==> config.mk <==
export PLATFORM = sky130hd
export DESIGN_NAME = tua_score
export DESIGN_NICKNAME = d
export VERILOG_FILES = /design/src/design/tendency_utility_argmax_macros.svh /design/src/design/tua_pkg.sv /design/src/design/tua_score.sv
export SDC_FILE = /design/constraint.sdc
export NUM_CORES = 1
export LEC_CHECK = 0
export ABC_AREA = 0
export BUFFER_PORTS_ARGS = -buffer_cell sky130_fd_sc_hd__buf_2
export CORE_UTILIZATION = 50
export CTS_CLUSTER_SIZE = 28
export DETAILED_ROUTE_END_ITERATION = 8
export PLACE_DENSITY = 0.73
export SKIP_CTS_REPAIR_TIMING = 1
export SLEW_MARGIN = 20
export SYNTH_ARGS = -nofsm -noshare
export SYNTH_HDL_FRONTEND = slang
export SYNTH_SLANG_ARGS = --single-unit
==> constraint.sdc <==
create_clock -name i_clk -period 9.2 [get_ports i_clk]
set_input_delay 1.84 -clock i_clk [delete_from_list [all_inputs] [get_ports i_clk]]
set_output_delay 1.84 -clock i_clk [all_outputs]
set_load 0.01 [all_outputs]
==> src/design/tendency_utility_argmax_macros.svh <==
// Assertion helpers included by the top-level scorer.
// Each macro expects a clock named i_clk and an active-low reset named i_rst_n in scope.
`ifndef TENDENCY_UTILITY_ARGMAX_MACROS_SVH
`define TENDENCY_UTILITY_ARGMAX_MACROS_SVH

// The consequent must hold in the same cycle as the antecedent.
`define TUA_ASSERT_SAME(label, ante, cons, msg) \
    label: assert property (@(posedge i_clk) disable iff (!i_rst_n) (ante) |-> (cons)) \
        else $error(msg);

// The consequent must hold in the cycle after the antecedent.
`define TUA_ASSERT_NEXT(label, ante, cons, msg) \
    label: assert property (@(posedge i_clk) disable iff (!i_rst_n) (ante) |=> (cons)) \
        else $error(msg);

`endif

==> src/design/tua_pkg.sv <==
package tua_pkg;

    localparam int unsigned WEIGHT_BITS_DEFAULT = 16;
    localparam int unsigned COEF_W              = 16;
    localparam int unsigned UTIL_W              = 32;
    localparam int unsigned IDX_W               = 4;
    localparam int unsigned CFG_IDX_W           = 3;
    localparam int unsigned COEF_COUNT          = 6;

    // Register indexes of the coefficient bank.
    localparam logic [CFG_IDX_W-1:0] CFG_BOTH_NEG_INC = 3'd0;
    localparam logic [CFG_IDX_W-1:0] CFG_BOTH_NEG_DEC = 3'd1;
    localparam logic [CFG_IDX_W-1:0] CFG_BOTH_POS_INC = 3'd2;
    localparam logic [CFG_IDX_W-1:0] CFG_BOTH_POS_DEC = 3'd3;
    localparam logic [CFG_IDX_W-1:0] CFG_NEG_TO_POS   = 3'd4;
    localparam logic [CFG_IDX_W-1:0] CFG_POS_TO_NEG   = 3'd5;

    typedef logic signed [COEF_W-1:0] t_coef;
    typedef t_coef [COEF_COUNT-1:0]   t_coef_bank;

    localparam t_coef COEF_RESET = t_coef'(1);
    localparam logic signed [UTIL_W-1:0] BEST_RESET = -32'sd1;

    // Bookkeeping that travels alongside each dimension's product.
    typedef struct packed {
        logic [IDX_W-1:0] class_index;
        logic [IDX_W-1:0] item_index;
        logic             last_dim;
        logic             last_candidate;
    } t_tag;

endpackage

==> src/design/tua_score.sv <==
module tua_score #(
    parameter int unsigned WEIGHT_BITS = tua_pkg::WEIGHT_BITS_DEFAULT,
    parameter int unsigned PROD_W      = tua_pkg::COEF_W + WEIGHT_BITS + 1
) (
    input  logic                        i_clk,
    input  logic                        i_rst_n,
    input  logic                        i_valid,
    output logic                        o_ready,
    input  tua_pkg::t_tag               i_tag,
    input  logic [WEIGHT_BITS-1:0]      i_capacity,
    input  logic [WEIGHT_BITS-1:0]      i_current,
    input  logic [WEIGHT_BITS-1:0]      i_candidate,
    input  tua_pkg::t_coef_bank         i_coef,
    output logic                        o_valid,
    input  logic                        i_ready,
    output tua_pkg::t_tag               o_tag,
    output logic signed [PROD_W-1:0]    o_prod
);

    logic                       r_s1_valid;
    tua_pkg::t_tag              r_s1_tag;
    logic [WEIGHT_BITS-1:0]     r_cap;
    logic [WEIGHT_BITS-1:0]     r_cur;
    logic [WEIGHT_BITS-1:0]     r_cand;
    logic                       r_s2_valid;
    tua_pkg::t_tag              r_s2_tag;
    logic signed [PROD_W-1:0]   r_prod;
    logic signed [PROD_W-1:0]   n_prod;

    logic                       w_s1_free;
    logic                       w_s2_free;
    logic signed [WEIGHT_BITS:0] w_slack_cur;
    logic signed [WEIGHT_BITS:0] w_slack_cand;
    logic signed [WEIGHT_BITS:0] w_diff;
    logic [WEIGHT_BITS-1:0]     w_mag;
    logic                       w_cur_neg;
    logic                       w_cur_pos;
    logic                       w_cand_neg;
    logic                       w_cand_pos;
    logic                       w_cur_ge;
    tua_pkg::t_coef             w_coef;
    logic signed [PROD_W-1:0]   w_coef_x;
    logic signed [PROD_W-1:0]   w_mag_x;

    assign w_s2_free = !r_s2_valid || i_ready;
    assign w_s1_free = !r_s1_valid || w_s2_free;
    assign o_ready   = w_s1_free;

    assign w_slack_cur  = $signed({1'b0, r_cap}) - $signed({1'b0, r_cur});
    assign w_slack_cand = $signed({1'b0, r_cap}) - $signed({1'b0, r_cand});
    // The slack difference reduces to the weight difference.
    assign w_diff = $signed({1'b0, r_cand}) - $signed({1'b0, r_cur});
    assign w_mag  = w_diff[WEIGHT_BITS] ? WEIGHT_BITS'(-w_diff) : w_diff[WEIGHT_BITS-1:0];

    assign w_cur_neg  = w_slack_cur[WEIGHT_BITS];
    assign w_cur_pos  = !w_slack_cur[WEIGHT_BITS] && (w_slack_cur != '0);
    assign w_cand_neg = w_slack_cand[WEIGHT_BITS];
    assign w_cand_pos = !w_slack_cand[WEIGHT_BITS] && (w_slack_cand != '0);
    assign w_cur_ge   = (r_cand >= r_cur);

    // A zero slack selects no coefficient, so the product adds nothing.
    always_comb begin
        priority if (w_cur_neg && w_cand_neg) begin
            w_coef = w_cur_ge ? i_coef[tua_pkg::CFG_BOTH_NEG_INC]
                              : i_coef[tua_pkg::CFG_BOTH_NEG_DEC];
        end else if (w_cur_pos && w_cand_pos) begin
            w_coef = w_cur_ge ? i_coef[tua_pkg::CFG_BOTH_POS_INC]
                              : i_coef[tua_pkg::CFG_BOTH_POS_DEC];
        end else if (w_cur_neg && w_cand_pos) begin
            w_coef = i_coef[tua_pkg::CFG_NEG_TO_POS];
        end else if (w_cur_pos && w_cand_neg) begin
            w_coef = i_coef[tua_pkg::CFG_POS_TO_NEG];
        end else begin
            w_coef = '0;
        end
    end

    assign w_coef_x = PROD_W'(w_coef);
    assign w_mag_x  = PROD_W'({1'b0, w_mag});
    assign n_prod   = w_coef_x * w_mag_x;

    always_ff @(posedge i_clk) begin
        if (!i_rst_n) begin
            r_s1_valid <= 1'b0;
            r_s2_valid <= 1'b0;
        end else begin
            if (w_s1_free) begin
                r_s1_valid <= i_valid;
            end
            if (w_s2_free) begin
                r_s2_valid <= r_s1_valid;
            end
        end
    end

    always_ff @(posedge i_clk) begin
        if (i_valid && w_s1_free) begin
            r_s1_tag <= i_tag;
            r_cap    <= i_capacity;
            r_cur    <= i_current;
            r_cand   <= i_candidate;
        end
        if (r_s1_valid && w_s2_free) begin
            r_s2_tag <= r_s1_tag;
            r_prod   <= n_prod;
        end
    end

    assign o_valid = r_s2_valid;
    assign o_tag   = r_s2_tag;
    assign o_prod  = r_prod;

endmodule

==> reports/metrics.yaml <==
crit_type: "flip-flop to flip-flop"
fin_hold_ws_ns: 0.428
grt_use_total_pct: 32.2
crit_buf_inv: 7
end_kind: "flip-flop"
die_area_um2: 34800
antenna_found_initial: 0
crit_family: "adder cells"
slew_viol_final: 0
clock-sinks: 103
cts_buffer_depth: 2
fmax_mhz: 111
yosysWarnings: 0
synthCells: 1831
wl_per_cell_um: 21.2
synthArstFlopShare_pct: 0
slowest_stage: "fa_1"
drc: 0
fp.dieW_um: 187
core_area_um2: 33500
start_util_pct: 50.8
portBuffers: 202
grt_max_degree: 55
io_pins: 203
grt_pass1_wl_um: 85400
worstPathRequired_ns: 9.34
synth_edf_count: 101
viasPerCell: 5.93
vias: 15300
die-height_um: 187
min_path_type: "flip-flop to flip-flop"
ys_seq_area_share_pct: 18.0
crit_path_max_incr_delay_ns: 0.55
clk_latency_ns: 0.39
period_share_pct: 97.6
htree_num_levels: 3
cap_violations: 0
clk_pin_slew_ns: 0.09
rows: 67
root_buffer: "clkbuf_16"
outcome: "completed"
drt_iter0_drc: 1280
finalSetupViolations: 0
critPathMaxFanout: 25
max_slew_margin_pct: 33.7
dominantRegCellSynth: "edfxtp_1"
syn2layout_area_growth_pct: 18.5
cts-buffers-inserted: 9
cp_common_cell: "fa_1"
synth_nets: 2357
final_net_count: 2654
synth.avg_cell_area_um2: 9.30
grt_overflow_total: 0
mappedNetlistArea_um2: 17000
grt_pass1_vias: 15700
arrival_ns: 9.11
hpwl_um: 45300
first_pass_iters: 7
place.gp.congestion: 1.04
finalCriticalPeriod_ns: 8.98
routed_wirelength_um: 54600
drive_above_1_share_pct: 23.5
hold_viol_final: 0
ys_types: 87
postRouteAntennaNets: 0
start_kind: "flip-flop"
cts_tree: "done"
worst_slew_pin_slew_ns: 0.984
fin_skew_ns: 0.0118
synth-seq-cells: 103
[cell families after synthesis]
| family | Yosys count | synth area share [%] |
|---|---|---|
| adders and majority gates | 368 | 35.7 |
| DFF | 103 | 18.0 |
| and+or+nand+nor | 528 | 16.2 |
| buffers and inverters | 388 | 9.02 |
| muxes | 37 | 2.28 |
| xor gates and xnor gates | 67 | 3.44 |
| AOI/OAI and AO/OA | 340 | 15.4 |
[state kept, by name (all words and copies together), names as in the netlist]
signal,cells
o_prod,33
r_cand,16
r_cap,16
r_cur,16
o_tag,10
r_s1_tag,10
o_valid,1
r_s1_valid,1
[path summary, 6_finish.rpt]
| path | start | slack, ns | cells after the start | end |
|---|---|---|---|---|
| max reg2reg | r_cap[8] | 0.22 | 32 | o_prod[32] |
| max | r_cap[8] | 0.22 | 32 | o_prod[32] |
| min reg2reg | r_s1_tag[7] | 0.43 | 0 | o_tag[7] |
| min | r_s1_tag[7] | 0.43 | 0 | o_tag[7] |
[synthesized netlist by cell type, drive strengths merged, types with 33 or more instances]
library cell | count | area (um2)
ha | 171 | 2140
a211oi | 42 | 383
nor2 | 74 | 278
a21oi | 61 | 305
xnor2 | 37 | 324
edfxtp | 101 | 3030
nor3 | 154 | 821
buf | 38 | 223
fa | 197 | 3940
inv | 317 | 1190
o21ai | 59 | 295
nand2 | 56 | 210
nand3 | 129 | 651
clkbuf | 33 | 124
[metal layers]
layer	GRT usage, %	routed length, um	vias up
met4	14.2	2350	0
met1	41.4	22000	7466
met3	6.73	5200	118
met2	52.3	25100	726
met5	0	0	-
li1	-	-	7009
[worst reg2reg max path: cells and delay by family, from the launching register on]
| family | cells | cell delay, ns |
|---|---|---|
| adder cells (fa/ha/maj) | 8 | 3.67 |
| AO/OA/AOI/OAI | 7 | 2.02 |
| multiplexers | 1 | 0.36 |
| flip-flops | 1 | 0.42 |
| AND/OR/NAND/NOR | 9 | 1.50 |
| buffers and inverters | 7 | 0.74 |
[cell type report]
class                           count  area [um2]
Antenna cell                        1        2.50
Clock buffer                        9         225
Clock inverter                      7        82.6
Fill cell                        2950       13400
Inverter                          317        1190
Multi-Input combinational cell   1340       12700
Sequential cell                   103        3070
Tap cell                          448         561
Timing Repair Buffer              357        2300
[cells in the final DEF (no fill, tap or decap), drive strengths merged, types with 21 or more instances in the layout]
master  netlist  final
edfxtp      101    101
xor2         30     30
nor2         74     74
nor3        154    154
fa          197    197
ha          171    171
nand3       129    129
buf          38    357
a21o         28     28
o21ai        59     59
nand2        56     56
inv         317    318
a211oi       42     42
xnor2        37     37
o21a         21     21
mux2i        23     23
a21oi        61     61
[through the flow]
stage / instance area (um2) / setup TNS (ns) / util [%] / setup slack [ns] / std cells
finish: 20200 / 0 / 60.2 / 0.222 / 2582
global placement: 19400 / 0 / 58.0 / 0.138 / 2548
detailed placement: 19400 / -0.0392 / 58.0 / -0.0272 / 2548
floorplan: 17000 / 0 / - / 0.356 / 1831
CTS: 19700 / -0.117 / 58.9 / -0.0476 / 2564
global route: 20200 / -0.246 / 60.2 / -0.0777 / 2581
Power is not shown: default switching activity piles up to over one toggle a cycle in this logic, so the estimate is an artifact.
