## src/design/tendency_utility_argmax_macros.svh

```systemverilog
// Assertion helpers included by the top-level scorer.
// Each macro expects a clock named i_clk and an active-low reset named i_rst_n in scope.
`ifndef TENDENCY_UTILITY_ARGMAX_MACROS_SVH
`define TENDENCY_UTILITY_ARGMAX_MACROS_SVH

// The consequent must hold in the same cycle as the antecedent.
`define TUA_ASSERT_SAME(label, ante, cons, msg) \
    label: assert property (@(posedge i_clk) disable iff (!i_rst_n) (ante) |-> (cons)) \
        else $error(msg);

// The consequent must hold in the cycle after the antecedent.
`define TUA_ASSERT_NEXT(label, ante, cons, msg) \
    label: assert property (@(posedge i_clk) disable iff (!i_rst_n) (ante) |=> (cons)) \
        else $error(msg);

`endif

```

## src/design/tua_pkg.sv

```systemverilog
package tua_pkg;

    localparam int unsigned WEIGHT_BITS_DEFAULT = 16;
    localparam int unsigned COEF_W              = 16;
    localparam int unsigned UTIL_W              = 32;
    localparam int unsigned IDX_W               = 4;
    localparam int unsigned CFG_IDX_W           = 3;
    localparam int unsigned COEF_COUNT          = 6;

    // Register indexes of the coefficient bank.
    localparam logic [CFG_IDX_W-1:0] CFG_BOTH_NEG_INC = 3'd0;
    localparam logic [CFG_IDX_W-1:0] CFG_BOTH_NEG_DEC = 3'd1;
    localparam logic [CFG_IDX_W-1:0] CFG_BOTH_POS_INC = 3'd2;
    localparam logic [CFG_IDX_W-1:0] CFG_BOTH_POS_DEC = 3'd3;
    localparam logic [CFG_IDX_W-1:0] CFG_NEG_TO_POS   = 3'd4;
    localparam logic [CFG_IDX_W-1:0] CFG_POS_TO_NEG   = 3'd5;

    typedef logic signed [COEF_W-1:0] t_coef;
    typedef t_coef [COEF_COUNT-1:0]   t_coef_bank;

    localparam t_coef COEF_RESET = t_coef'(1);
    localparam logic signed [UTIL_W-1:0] BEST_RESET = -32'sd1;

    // Bookkeeping that travels alongside each dimension's product.
    typedef struct packed {
        logic [IDX_W-1:0] class_index;
        logic [IDX_W-1:0] item_index;
        logic             last_dim;
        logic             last_candidate;
    } t_tag;

endpackage

```

## src/design/tua_track.sv

```systemverilog
module tua_track #(
    parameter int unsigned PROD_W = tua_pkg::COEF_W + tua_pkg::WEIGHT_BITS_DEFAULT + 1
) (
    input  logic                                i_clk,
    input  logic                                i_rst_n,
    input  logic                                i_valid,
    output logic                                o_ready,
    input  tua_pkg::t_tag                       i_tag,
    input  logic signed [PROD_W-1:0]            i_prod,
    output logic                                o_out_valid,
    input  logic                                i_out_ready,
    output logic signed [tua_pkg::UTIL_W-1:0]   o_utility,
    output logic                                o_best_found,
    output logic [tua_pkg::IDX_W-1:0]           o_best_class,
    output logic [tua_pkg::IDX_W-1:0]           o_best_item,
    output logic                                o_search_done
);

    localparam int unsigned UW    = tua_pkg::UTIL_W;
    localparam int unsigned SUM_W = ((PROD_W > UW) ? PROD_W : UW) + 1;
    localparam logic signed [UW-1:0] UTIL_MAX = $signed({1'b0, {(UW-1){1'b1}}});
    localparam logic signed [UW-1:0] UTIL_MIN = $signed({1'b1, {(UW-1){1'b0}}});
    localparam logic signed [SUM_W-1:0] SAT_HI = SUM_W'(UTIL_MAX);
    localparam logic signed [SUM_W-1:0] SAT_LO = SUM_W'(UTIL_MIN);

    logic signed [UW-1:0]           r_sum;
    logic signed [UW-1:0]           r_best_util;
    logic [tua_pkg::IDX_W-1:0]      r_best_class;
    logic [tua_pkg::IDX_W-1:0]      r_best_item;
    logic                           r_best_valid;
    logic                           r_out_valid;
    logic signed [UW-1:0]           r_utility;
    logic                           r_found;
    logic [tua_pkg::IDX_W-1:0]      r_out_class;
    logic [tua_pkg::IDX_W-1:0]      r_out_item;
    logic                           r_done;

    logic signed [UW-1:0]           n_best_util;
    logic [tua_pkg::IDX_W-1:0]      n_best_class;
    logic [tua_pkg::IDX_W-1:0]      n_best_item;
    logic                           n_best_valid;

    logic                           w_slot_free;
    logic                           w_fire;
    logic signed [SUM_W-1:0]        w_wide;
    logic signed [UW-1:0]           w_sat;
    logic                           w_better;

    assign w_slot_free = !r_out_valid || i_out_ready;
    assign o_ready     = !i_tag.last_dim || w_slot_free;
    assign w_fire      = i_valid && o_ready;

    assign w_wide = SUM_W'(r_sum) + SUM_W'(i_prod);

    always_comb begin
        priority if (w_wide > SAT_HI) begin
            w_sat = UTIL_MAX;
        end else if (w_wide < SAT_LO) begin
            w_sat = UTIL_MIN;
        end else begin
            w_sat = w_wide[UW-1:0];
        end
    end

    // Ties keep the earlier candidate.
    assign w_better     = (w_sat > r_best_util);
    assign n_best_util  = w_better ? w_sat : r_best_util;
    assign n_best_class = w_better ? i_tag.class_index : r_best_class;
    assign n_best_item  = w_better ? i_tag.item_index : r_best_item;
    assign n_best_valid = w_better || r_best_valid;

    always_ff @(posedge i_clk) begin
        if (!i_rst_n) begin
            r_sum        <= '0;
            r_best_util  <= tua_pkg::BEST_RESET;
            r_best_class <= '0;
            r_best_item  <= '0;
            r_best_valid <= 1'b0;
            r_out_valid  <= 1'b0;
        end else begin
            if (w_fire && i_tag.last_dim) begin
                r_out_valid <= 1'b1;
            end else if (i_out_ready) begin
                r_out_valid <= 1'b0;
            end
            if (w_fire) begin
                if (!i_tag.last_dim) begin
                    r_sum <= w_sat;
                end else begin
                    r_sum <= '0;
                    if (i_tag.last_candidate) begin
                        r_best_util  <= tua_pkg::BEST_RESET;
                        r_best_class <= '0;
                        r_best_item  <= '0;
                        r_best_valid <= 1'b0;
                    end else begin
                        r_best_util  <= n_best_util;
                        r_best_class <= n_best_class;
                        r_best_item  <= n_best_item;
                        r_best_valid <= n_best_valid;
                    end
                end
            end
        end
    end

    always_ff @(posedge i_clk) begin
        if (w_fire && i_tag.last_dim) begin
            r_utility   <= w_sat;
            r_found     <= n_best_valid;
            r_out_class <= n_best_class;
            r_out_item  <= n_best_item;
            r_done      <= i_tag.last_candidate;
        end
    end

    assign o_out_valid   = r_out_valid;
    assign o_utility     = r_utility;
    assign o_best_found  = r_found;
    assign o_best_class  = r_out_class;
    assign o_best_item   = r_out_item;
    assign o_search_done = r_done;

endmodule

```

## config.mk

```make
export PLATFORM = sky130hd
export DESIGN_NAME = tua_track
export DESIGN_NICKNAME = d
export VERILOG_FILES = /design/src/design/tendency_utility_argmax_macros.svh /design/src/design/tua_pkg.sv /design/src/design/tua_track.sv
export SDC_FILE = /design/constraint.sdc
export NUM_CORES = 1
export LEC_CHECK = 0
export BUFFER_PORTS_ARGS = -buffer_cell sky130_fd_sc_hd__buf_2
export CAP_MARGIN = 10
export CORE_MARGIN = 5
export CORE_UTILIZATION = 45
export CTS_BUF_LIST = sky130_fd_sc_hd__clkbuf_4 sky130_fd_sc_hd__clkbuf_8
export CTS_CLUSTER_SIZE = 40
export DETAILED_ROUTE_END_ITERATION = 10
export GPL_ROUTABILITY_DRIVEN = 1
export PLACE_DENSITY = 0.76
export RECOVER_POWER = 50
export SLEW_MARGIN = 5
export SYNTH_ARGS = -nofsm -noshare
export SYNTH_HDL_FRONTEND = slang
export SYNTH_SLANG_ARGS = --single-unit
```

## constraint.sdc

```tcl
create_clock -name i_clk -period 6.1 [get_ports i_clk]
set_input_delay 0.915 -clock i_clk [delete_from_list [all_inputs] [get_ports i_clk]]
set_output_delay 0.915 -clock i_clk [all_outputs]
set_load 0.005 [all_outputs]
```

==> flow_metrics.py, run 1 <==
metrics = {
    "status": {
        "status": "finished with violations",
        "violated_checks": "capacitance limit, slew limit",
    },
    "power_and_ir_drop": {
        "power.density_nw_per_um2": 329,
        "power.leakage_nw": 3.60,
        "power.ir.vdd_worst_v": 0.000198,
    },
    "critical_path": {
        "cp_data_arrival_time_ns": 5.87,
        "critical_path_class": "in2reg",
        "timing.critical_path.slowest_cell_delay_ns": 0.38,
        "path_cells": "buf_2 > ha_1 > inv_1 > fa_1 > nand2b_1 > a2111oi_2 > o21ai_1 > nand2_1 > a41oi_2 > xor2_2 > a2bb2oi_1 > buf_4 > a21o_1 > inv_1 > ha_1 > nor2b_1 > o21bai_1 > a31oi_1 > a211o_1 > a211oi_1 > mux2i_1 > buf_4 > mux2_2",
        "critPathCaptureType": "flop",
        "crit_path_max_fanout": 29,
        "worst_ep_required_time_ns": 6.30,
        "cp-start-kind": "primary input",
        "worst_path_max_delay_cell": "sky130_fd_sc_hd__fa_1",
    },
    "routing": {
        "dr.first_iter.drc_count": 553,
        "wirelength_mm": 17.7,
        "post-route-drc-count": 0,
        "drtPass1Iterations": 5,
        "dr_vias_cell": 5.72,
        "detailroute.via_count": 5942,
        "route.antenna.remaining_nets": 0,
        "wl_per_cell_microns": 17.0,
    },
    "cts": {
        "cts_setup_buffers": 0,
        "clock_path_buffers": 2,
        "h-tree-depth": 4,
        "cts_tree": "built",
        "number_of_buffers_inserted_by_hold_repair_at_cts": 0,
        "clock_sink_count": 116,
        "clk_pin_slew_worst_setup_hold_paths_ns": 0.08,
        "clk_latency_ns": 0.46,
        "numCtsBuffers": 17,
        "cts_root_buf": "sky130_fd_sc_hd__clkbuf_8",
        "post_cts_resized": 0,
    },
    "timing": {
        "fin_crit_ns": 5.67,
        "report.final.slew_viol_count": 46,
        "fin_crit_sh_pct": 92.9,
        "setup_viol": 0,
        "maxSlewHeadroom_pct": -59.1,
        "report.final.hold_viol_count": 0,
        "worst_slew_pin_slew_ns": 2.39,
        "total_negative_slack_ns": 0,
        "clock_skew_ns": 0.0123,
        "final.hold.worst_slack_ns": 0.470,
        "grt_setup_unrepaired": "no",
        "timing.fmax_mhz": 176,
    },
    "synth": {
        "count_of_flip_flops_with_a_built_in_enable_after_synthesis": 42,
        "synth_warnings": 0,
        "yosys-top-cells-count": "86 x sky130_fd_sc_hd__nand2_1, 74 x sky130_fd_sc_hd__dfxtp_1, 65 x sky130_fd_sc_hd__ha_1",
        "yosys_most_used_dff": "sky130_fd_sc_hd__dfxtp_1",
        "synth_top_cell_area_share_pct": 21.3,
        "synth_cell_type_count": 71,
        "post_synth_inst_count": 746,
        "yosysTopAreaCell": "sky130_fd_sc_hd__dfxtp_1",
        "postSynthAreaPerCell_sq_um": 9.33,
        "synth.most_common_cell": "sky130_fd_sc_hd__nand2_1",
        "syn_area_sq_um": 6960,
        "synth_sequential_area_ratio_pct": 39.4,
        "synth.net_count": 859,
        "post_synth_main_area_contributors": "sky130_fd_sc_hd__dfxtp_1 21%, sky130_fd_sc_hd__edfxtp_1 18%, sky130_fd_sc_hd__ha_1 12%",
        "async_reset_ff_share_pct": 0,
        "yosys_register_bits": 116,
    },
    "floorplanning": {
        "core_area_sq_um": 15200,
        "fp.dieArea_sq_um": 18000,
        "io_count": 91,
        "fp.dieH_microns": 134,
        "chip_width_microns": 134,
        "num_rows": 45,
        "initial_core_util_pct": 45.8,
    },
    "place": {
        "dp.final_hpwl_mm": 13.3,
        "numPortBuffers": 90,
        "gp_congestion": 0.916,
        "placedInstanceArea_sq_um": 7620,
    },
    "hold_path": {
        "min_path_type": "reg2reg",
    },
    "global_route": {
        "grt_first_pass_wirelength_mm": 28.6,
        "busiest_layer": "met2",
        "largest_net_degree_at_the_start_of_global_routing": 46,
        "met3_usage_pct": 5.18,
        "globalRouteTotalUtil_pct": 19.8,
        "grt_antenna_before_repair": 0,
        "grtUsageMet1_pct": 27.6,
        "grt_pass1_vias": 5674,
        "gr-total-overflow": 0,
        "grt_util_met2_pct": 30.4,
    },
    "run": {
        "max_cap_viol_count": 1,
    },
    "cells_and_area": {
        "filler_cell_count": 1387,
        "synthToLayoutAreaGrowth_pct": 14.7,
        "final_area_sq_um": 7980,
        "final_layout_size_suffix_gt1_share_pct": 16.9,
        "layout_net_count": 951,
        "regArea_sq_um": 2740,
        "combined_area_of_the_multi_input_logic_cells_sq_um": 3790,
        "insertedDiodeCount": 0,
    },
}
## critical path, delay by kind of cell
family	cells	cell delay, ns
xor gates and xnor gates	1	0.35
adders and majority gates	3	0.83
buffers and inverters	5	0.81
and+or+nand+nor	3	0.47
AOI/OAI and AO/OA	9	1.83
muxes	2	0.65
## cells by family after synthesis
| group | synth area share, % |
|---|---|
| AOI/OAI and AO/OA | 23.5 |
| DFF | 39.4 |
| muxes | 1.44 |
| xor gates and xnor gates | 3.51 |
| adders and majority gates | 12.0 |
| and+or+nand+nor | 14.1 |
| buffers and inverters | 6.01 |
## stage by stage
step                      instances  power, mW  util, %  setup WS (ns)
after floorplan                 746       1.60        -          0.402
after global placement         1007       1.87     50.1          0.168
after detailed placement       1007       1.88     50.1         0.0808
after CTS                      1039       2.64     52.8          0.540
after global routing           1039       2.80     52.5         0.0587
final                          1039       2.63     52.5          0.432
## registers in the layout (all words and copies together) (netlist names), 4 cells and up
register      flops
o_utility        32
r_best_util      32
r_sum            32
o_best_class      4
o_best_item       4
r_best_class      4
r_best_item       4
## routing by layer
layer	vias to the layer above	routed length, microns	part of all wire, %
met1	2778	8320	47
met5	-	0	0
li1	2935	-	-
met2	202	7830	44
met3	27	1270	7.2
met4	0	283	1.6
## layout by cell type (no fill, tap or decap), types with 10 or more instances in the layout
| cell | instances |
|---|---|
| sky130_fd_sc_hd__a21o_1 | 10 |
| sky130_fd_sc_hd__a21oi_1 | 37 |
| sky130_fd_sc_hd__a22oi_1 | 18 |
| sky130_fd_sc_hd__a2bb2oi_1 | 15 |
| sky130_fd_sc_hd__buf_2 | 67 |
| sky130_fd_sc_hd__buf_4 | 22 |
| sky130_fd_sc_hd__clkbuf_1 | 24 |
| sky130_fd_sc_hd__clkbuf_8 | 17 |
| sky130_fd_sc_hd__dfxtp_1 | 74 |
| sky130_fd_sc_hd__edfxtp_1 | 42 |
| sky130_fd_sc_hd__ha_1 | 65 |
| sky130_fd_sc_hd__inv_1 | 52 |
| sky130_fd_sc_hd__nand2_1 | 86 |
| sky130_fd_sc_hd__nand3_1 | 20 |
| sky130_fd_sc_hd__nand4_1 | 15 |
| sky130_fd_sc_hd__nor2_1 | 46 |
| sky130_fd_sc_hd__o211ai_1 | 11 |
| sky130_fd_sc_hd__o21ai_0 | 33 |
| sky130_fd_sc_hd__o311ai_1 | 13 |
| sky130_fd_sc_hd__xnor2_1 | 11 |
| sky130_fd_sc_hd__xor2_1 | 15 |
## worst paths after layout
path | endpoint | slack [ns] | from | cells past startpoint
setup / recovery | o_best_class[3] | 0.43 | i_prod[0] | 23
hold / removal | r_best_util[3] | 0.47 | r_best_util[3] | 2
setup reg to reg | o_best_class[3] | 0.64 | r_sum[0] | 22
hold reg to reg | r_best_util[3] | 0.47 | r_best_util[3] | 2
## cell type report
type | instances | share of cell area, %
Clock buffer | 17 | 2.93
Clock inverter | 15 | 2.23
Inverter | 52 | 2.45
Multi-Input combinational cell | 537 | 47.4
Sequential cell | 116 | 34.4
Tap cell | 188 | 2.95
Timing Repair Buffer | 114 | 7.65
## power breakdown
group | switching, mW | total (mW) | internal, mW
registers | 0.0313 | 0.941 | 0.910
clock network | 0.348 | 0.754 | 0.406
logic | 0.578 | 0.935 | 0.357
total | 0.957 | 2.63 | 1.67
No activity file was read; power rests on OpenSTA's default activity.
==> run 2: changes to the inputs <==
--- a/config.mk
+++ b/config.mk
@@ -8,13 +8,15 @@
 export BUFFER_PORTS_ARGS = -buffer_cell sky130_fd_sc_hd__buf_2
 export CAP_MARGIN = 10
 export CORE_MARGIN = 5
-export CORE_UTILIZATION = 45
+export CORE_UTILIZATION = 40
 export CTS_BUF_LIST = sky130_fd_sc_hd__clkbuf_4 sky130_fd_sc_hd__clkbuf_8
 export CTS_CLUSTER_SIZE = 40
 export DETAILED_ROUTE_END_ITERATION = 10
 export GPL_ROUTABILITY_DRIVEN = 1
-export PLACE_DENSITY = 0.76
+export MAX_ROUTING_LAYER = met4
+export PLACE_DENSITY = 0.7
 export RECOVER_POWER = 50
+export SKIP_LAST_GASP = 1
 export SLEW_MARGIN = 5
 export SYNTH_ARGS = -nofsm -noshare
 export SYNTH_HDL_FRONTEND = slang
==> run 2 against run 1 <==
The flow still finishes with violations (capacitance limit, slew limit); clock skew up 0.0068 ns; critical endpoint is now o_best_item[2]; count of clock-buffer cells in the layout grew 9; power fell by 1.3%; highest routed layer unchanged.
==> flow_metrics.py, run 2 (same netlist as run 1, synthesis figures left out) <==
metrics = {
    "critical_path": {
        "ff2ff_path_depth": 19,
        "worst_ep_required_time_ns": 6.27,
        "reg2reg_to": "o_best_item[2]",
        "cp_data_arrival_time_ns": 5.86,
        "cp-start-kind": "primary input",
        "crit_path_max_fanout": 18,
        "path_cells": "buf_2 > ha_1 > a21oi_2 > a31oi_1 > a311oi_1 > o21bai_1 > a31oi_4 > a31oi_1 > a2bb2oi_2 > buf_4 > o21ai_0 > ha_1 > a21oi_1 > o21ai_0 > a221oi_1 > nor2_1 > a211oi_1 > mux2i_1 > buf_4 > mux2_2",
        "critical_path_class": "in2reg",
        "reg2reg_slack_ns": 0.69,
        "cpLargestDelayFamily": "compound AO/OA/AOI/OAI gates",
        "worst_path_max_delay_cell": "sky130_fd_sc_hd__a311oi_1",
        "worstPathBufferInverterCount": 3,
        "critPathCaptureType": "flop",
        "timing.critical_path.slowest_cell_delay_ns": 0.54,
        "crit-reg2reg-launch": "r_sum[7]",
    },
    "cells_and_area": {
        "final_layout_size_suffix_gt1_share_pct": 17.6,
        "layout_net_count": 954,
        "synthToLayoutAreaGrowth_pct": 15.6,
        "layout.cells.most_common": "sky130_fd_sc_hd__nand2_1",
        "insertedDiodeCount": 0,
        "post_layout_nonfiller_instances": 1079,
        "mostFrequentLayoutCells": "86 x sky130_fd_sc_hd__nand2_1, 74 x sky130_fd_sc_hd__dfxtp_1, 69 x sky130_fd_sc_hd__buf_2",
    },
    "hold_path": {
        "worst_hold_path.num_cells": 2,
        "timing.hold.worst_endpoint": "r_best_util[5]",
        "launch_point_of_the_worst_hold_path": "r_best_util[5]",
        "min_path_type": "reg2reg",
    },
    "routing": {
        "detailroute.via_count": 5871,
        "route.antenna.remaining_nets": 0,
        "wirelength_mm": 17.4,
        "drtPass1Iterations": 5,
        "dr_vias_cell": 5.44,
        "wl_per_cell_microns": 16.1,
        "dr.first_iter.drc_count": 374,
        "post-route-drc-count": 0,
    },
    "status": {
        "violated_checks": "capacitance limit, slew limit",
        "status": "finished with violations",
    },
    "cts": {
        "clk_latency_ns": 0.43,
        "h-tree-depth": 4,
        "cts_root_buf": "sky130_fd_sc_hd__clkbuf_8",
        "cts_setup_buffers": 0,
        "number_of_buffers_inserted_by_hold_repair_at_cts": 0,
        "clock_sink_count": 116,
        "clk_pin_slew_worst_setup_hold_paths_ns": 0.07,
        "cts_tree": "built",
        "clock_path_buffers": 2,
        "numCtsBuffers": 17,
        "post_cts_resized": 0,
    },
    "timing": {
        "fin_crit_ns": 5.70,
        "total_negative_slack_ns": 0,
        "setup_viol": 0,
        "fin_ws_ns": 0.403,
        "grt_setup_unrepaired": "no",
        "fin_crit_sh_pct": 93.4,
        "clock_skew_ns": 0.0191,
        "timing.fmax_mhz": 176,
        "report.final.hold_viol_count": 0,
        "report.final.slew_viol_count": 46,
        "worst_slew_pin_slew_ns": 2.29,
        "maxSlewHeadroom_pct": -52.6,
    },
    "floorplanning": {
        "io_count": 91,
        "initial_core_util_pct": 40.5,
        "fp.dieH_microns": 142,
        "num_rows": 48,
        "chip_width_microns": 142,
        "core_area_sq_um": 17200,
        "fp.dieArea_sq_um": 20100,
    },
    "global_route": {
        "gr-total-overflow": 0,
        "grt_pass1_vias": 5499,
        "largest_net_degree_at_the_start_of_global_routing": 46,
        "globalRouteTotalUtil_pct": 17.9,
        "grt_first_pass_wirelength_mm": 27.9,
        "grt_antenna_before_repair": 0,
    },
    "power_and_ir_drop": {
        "design_power_total_mw": 2.59,
        "power.leakage_nw": 3.63,
        "power.density_nw_per_um2": 323,
        "power.ir.vdd_worst_v": 0.000152,
    },
    "place": {
        "numPortBuffers": 90,
        "post-place-ws_ns": 0.00851,
        "gp_congestion": 0.905,
        "dpl.cell_count": 1047,
        "dp.final_hpwl_mm": 13.5,
    },
    "run": {
        "max_cap_viol_count": 1,
    },
}
[run 2: changes by cell type in the layout (fill, tap and decap cells not counted), sizes merged]
| cell | delta |
|---|---|
| clkinvlp | -3 |
| buf | +3 |
| inv | -4 |
| clkinv | -1 |
| clkbuf | +9 |
| bufinv | -1 |
[run 2: area by class of cell]
class	instances	area, sq um
fillers	1685	9140
multi-input cells	537	3800
flip-flops and latches	116	2740
repair buffers	117	616
clock buffers	26	320
well taps	225	282
inverters	52	195
clock inverters	6	80.1
[run 2: worst max-delay path by stage]
stage                          from               to  slack (ns)  cells after the start
after global routing      i_prod[0]  r_best_util[23]        0.01                     24
after global placement    i_prod[0]  o_best_class[3]         0.1                     22
after CTS                 i_prod[0]   o_best_item[2]        0.44                     22
final                     i_prod[7]   o_best_item[2]        0.40                     20
after floorplan           i_prod[0]  r_best_util[11]        0.40                     24
after detailed placement  i_prod[0]  o_best_class[2]       0.009                     22
[run 2: metal layers]
layer	GRT usage [%]	vias up	part of all wire, %
met5	-	-	0
met4	5.40	0	1.2
met3	3.57	21	5.9
met2	26.5	170	44
met1	24.7	2735	49
li1	-	2945	-
[run 2: worst reg2reg max path, cell delays in order, from the launching register on]
cell and delay [ns]:
sky130_fd_sc_hd__dfxtp_1 0.32, sky130_fd_sc_hd__ha_1 0.38, sky130_fd_sc_hd__a21oi_2 0.23, sky130_fd_sc_hd__a31oi_1 0.14
sky130_fd_sc_hd__a311oi_1 0.54, sky130_fd_sc_hd__o21bai_1 0.33, sky130_fd_sc_hd__a31oi_4 0.26, sky130_fd_sc_hd__a31oi_1 0.08
sky130_fd_sc_hd__a2bb2oi_2 0.27, sky130_fd_sc_hd__buf_4 0.26, sky130_fd_sc_hd__o21ai_0 0.17, sky130_fd_sc_hd__ha_1 0.34
sky130_fd_sc_hd__a21oi_1 0.15, sky130_fd_sc_hd__o21ai_0 0.14, sky130_fd_sc_hd__a221oi_1 0.34, sky130_fd_sc_hd__nor2_1 0.07
sky130_fd_sc_hd__a211oi_1 0.25, sky130_fd_sc_hd__mux2i_1 0.31, sky130_fd_sc_hd__buf_4 0.24, sky130_fd_sc_hd__mux2_2 0.35
[run 2: through the flow]
step | util (%) | hold slack, ns | cell area (sq um)
final | 46.8 | 0.464 | 8040
after global routing | 46.8 | 0.488 | 8040
after CTS | 47.0 | 0.466 | 8080
after detailed placement | 44.7 | 0.453 | 7680
after global placement | 44.7 | 0.440 | 7680
after floorplan | - | 0.429 | 6960
[run 2: power breakdown]
group	switching (mW)	total [mW]	internal (mW)
logic	0.578	0.936	0.358
registers	0.0304	0.941	0.910
clock network	0.297	0.718	0.421
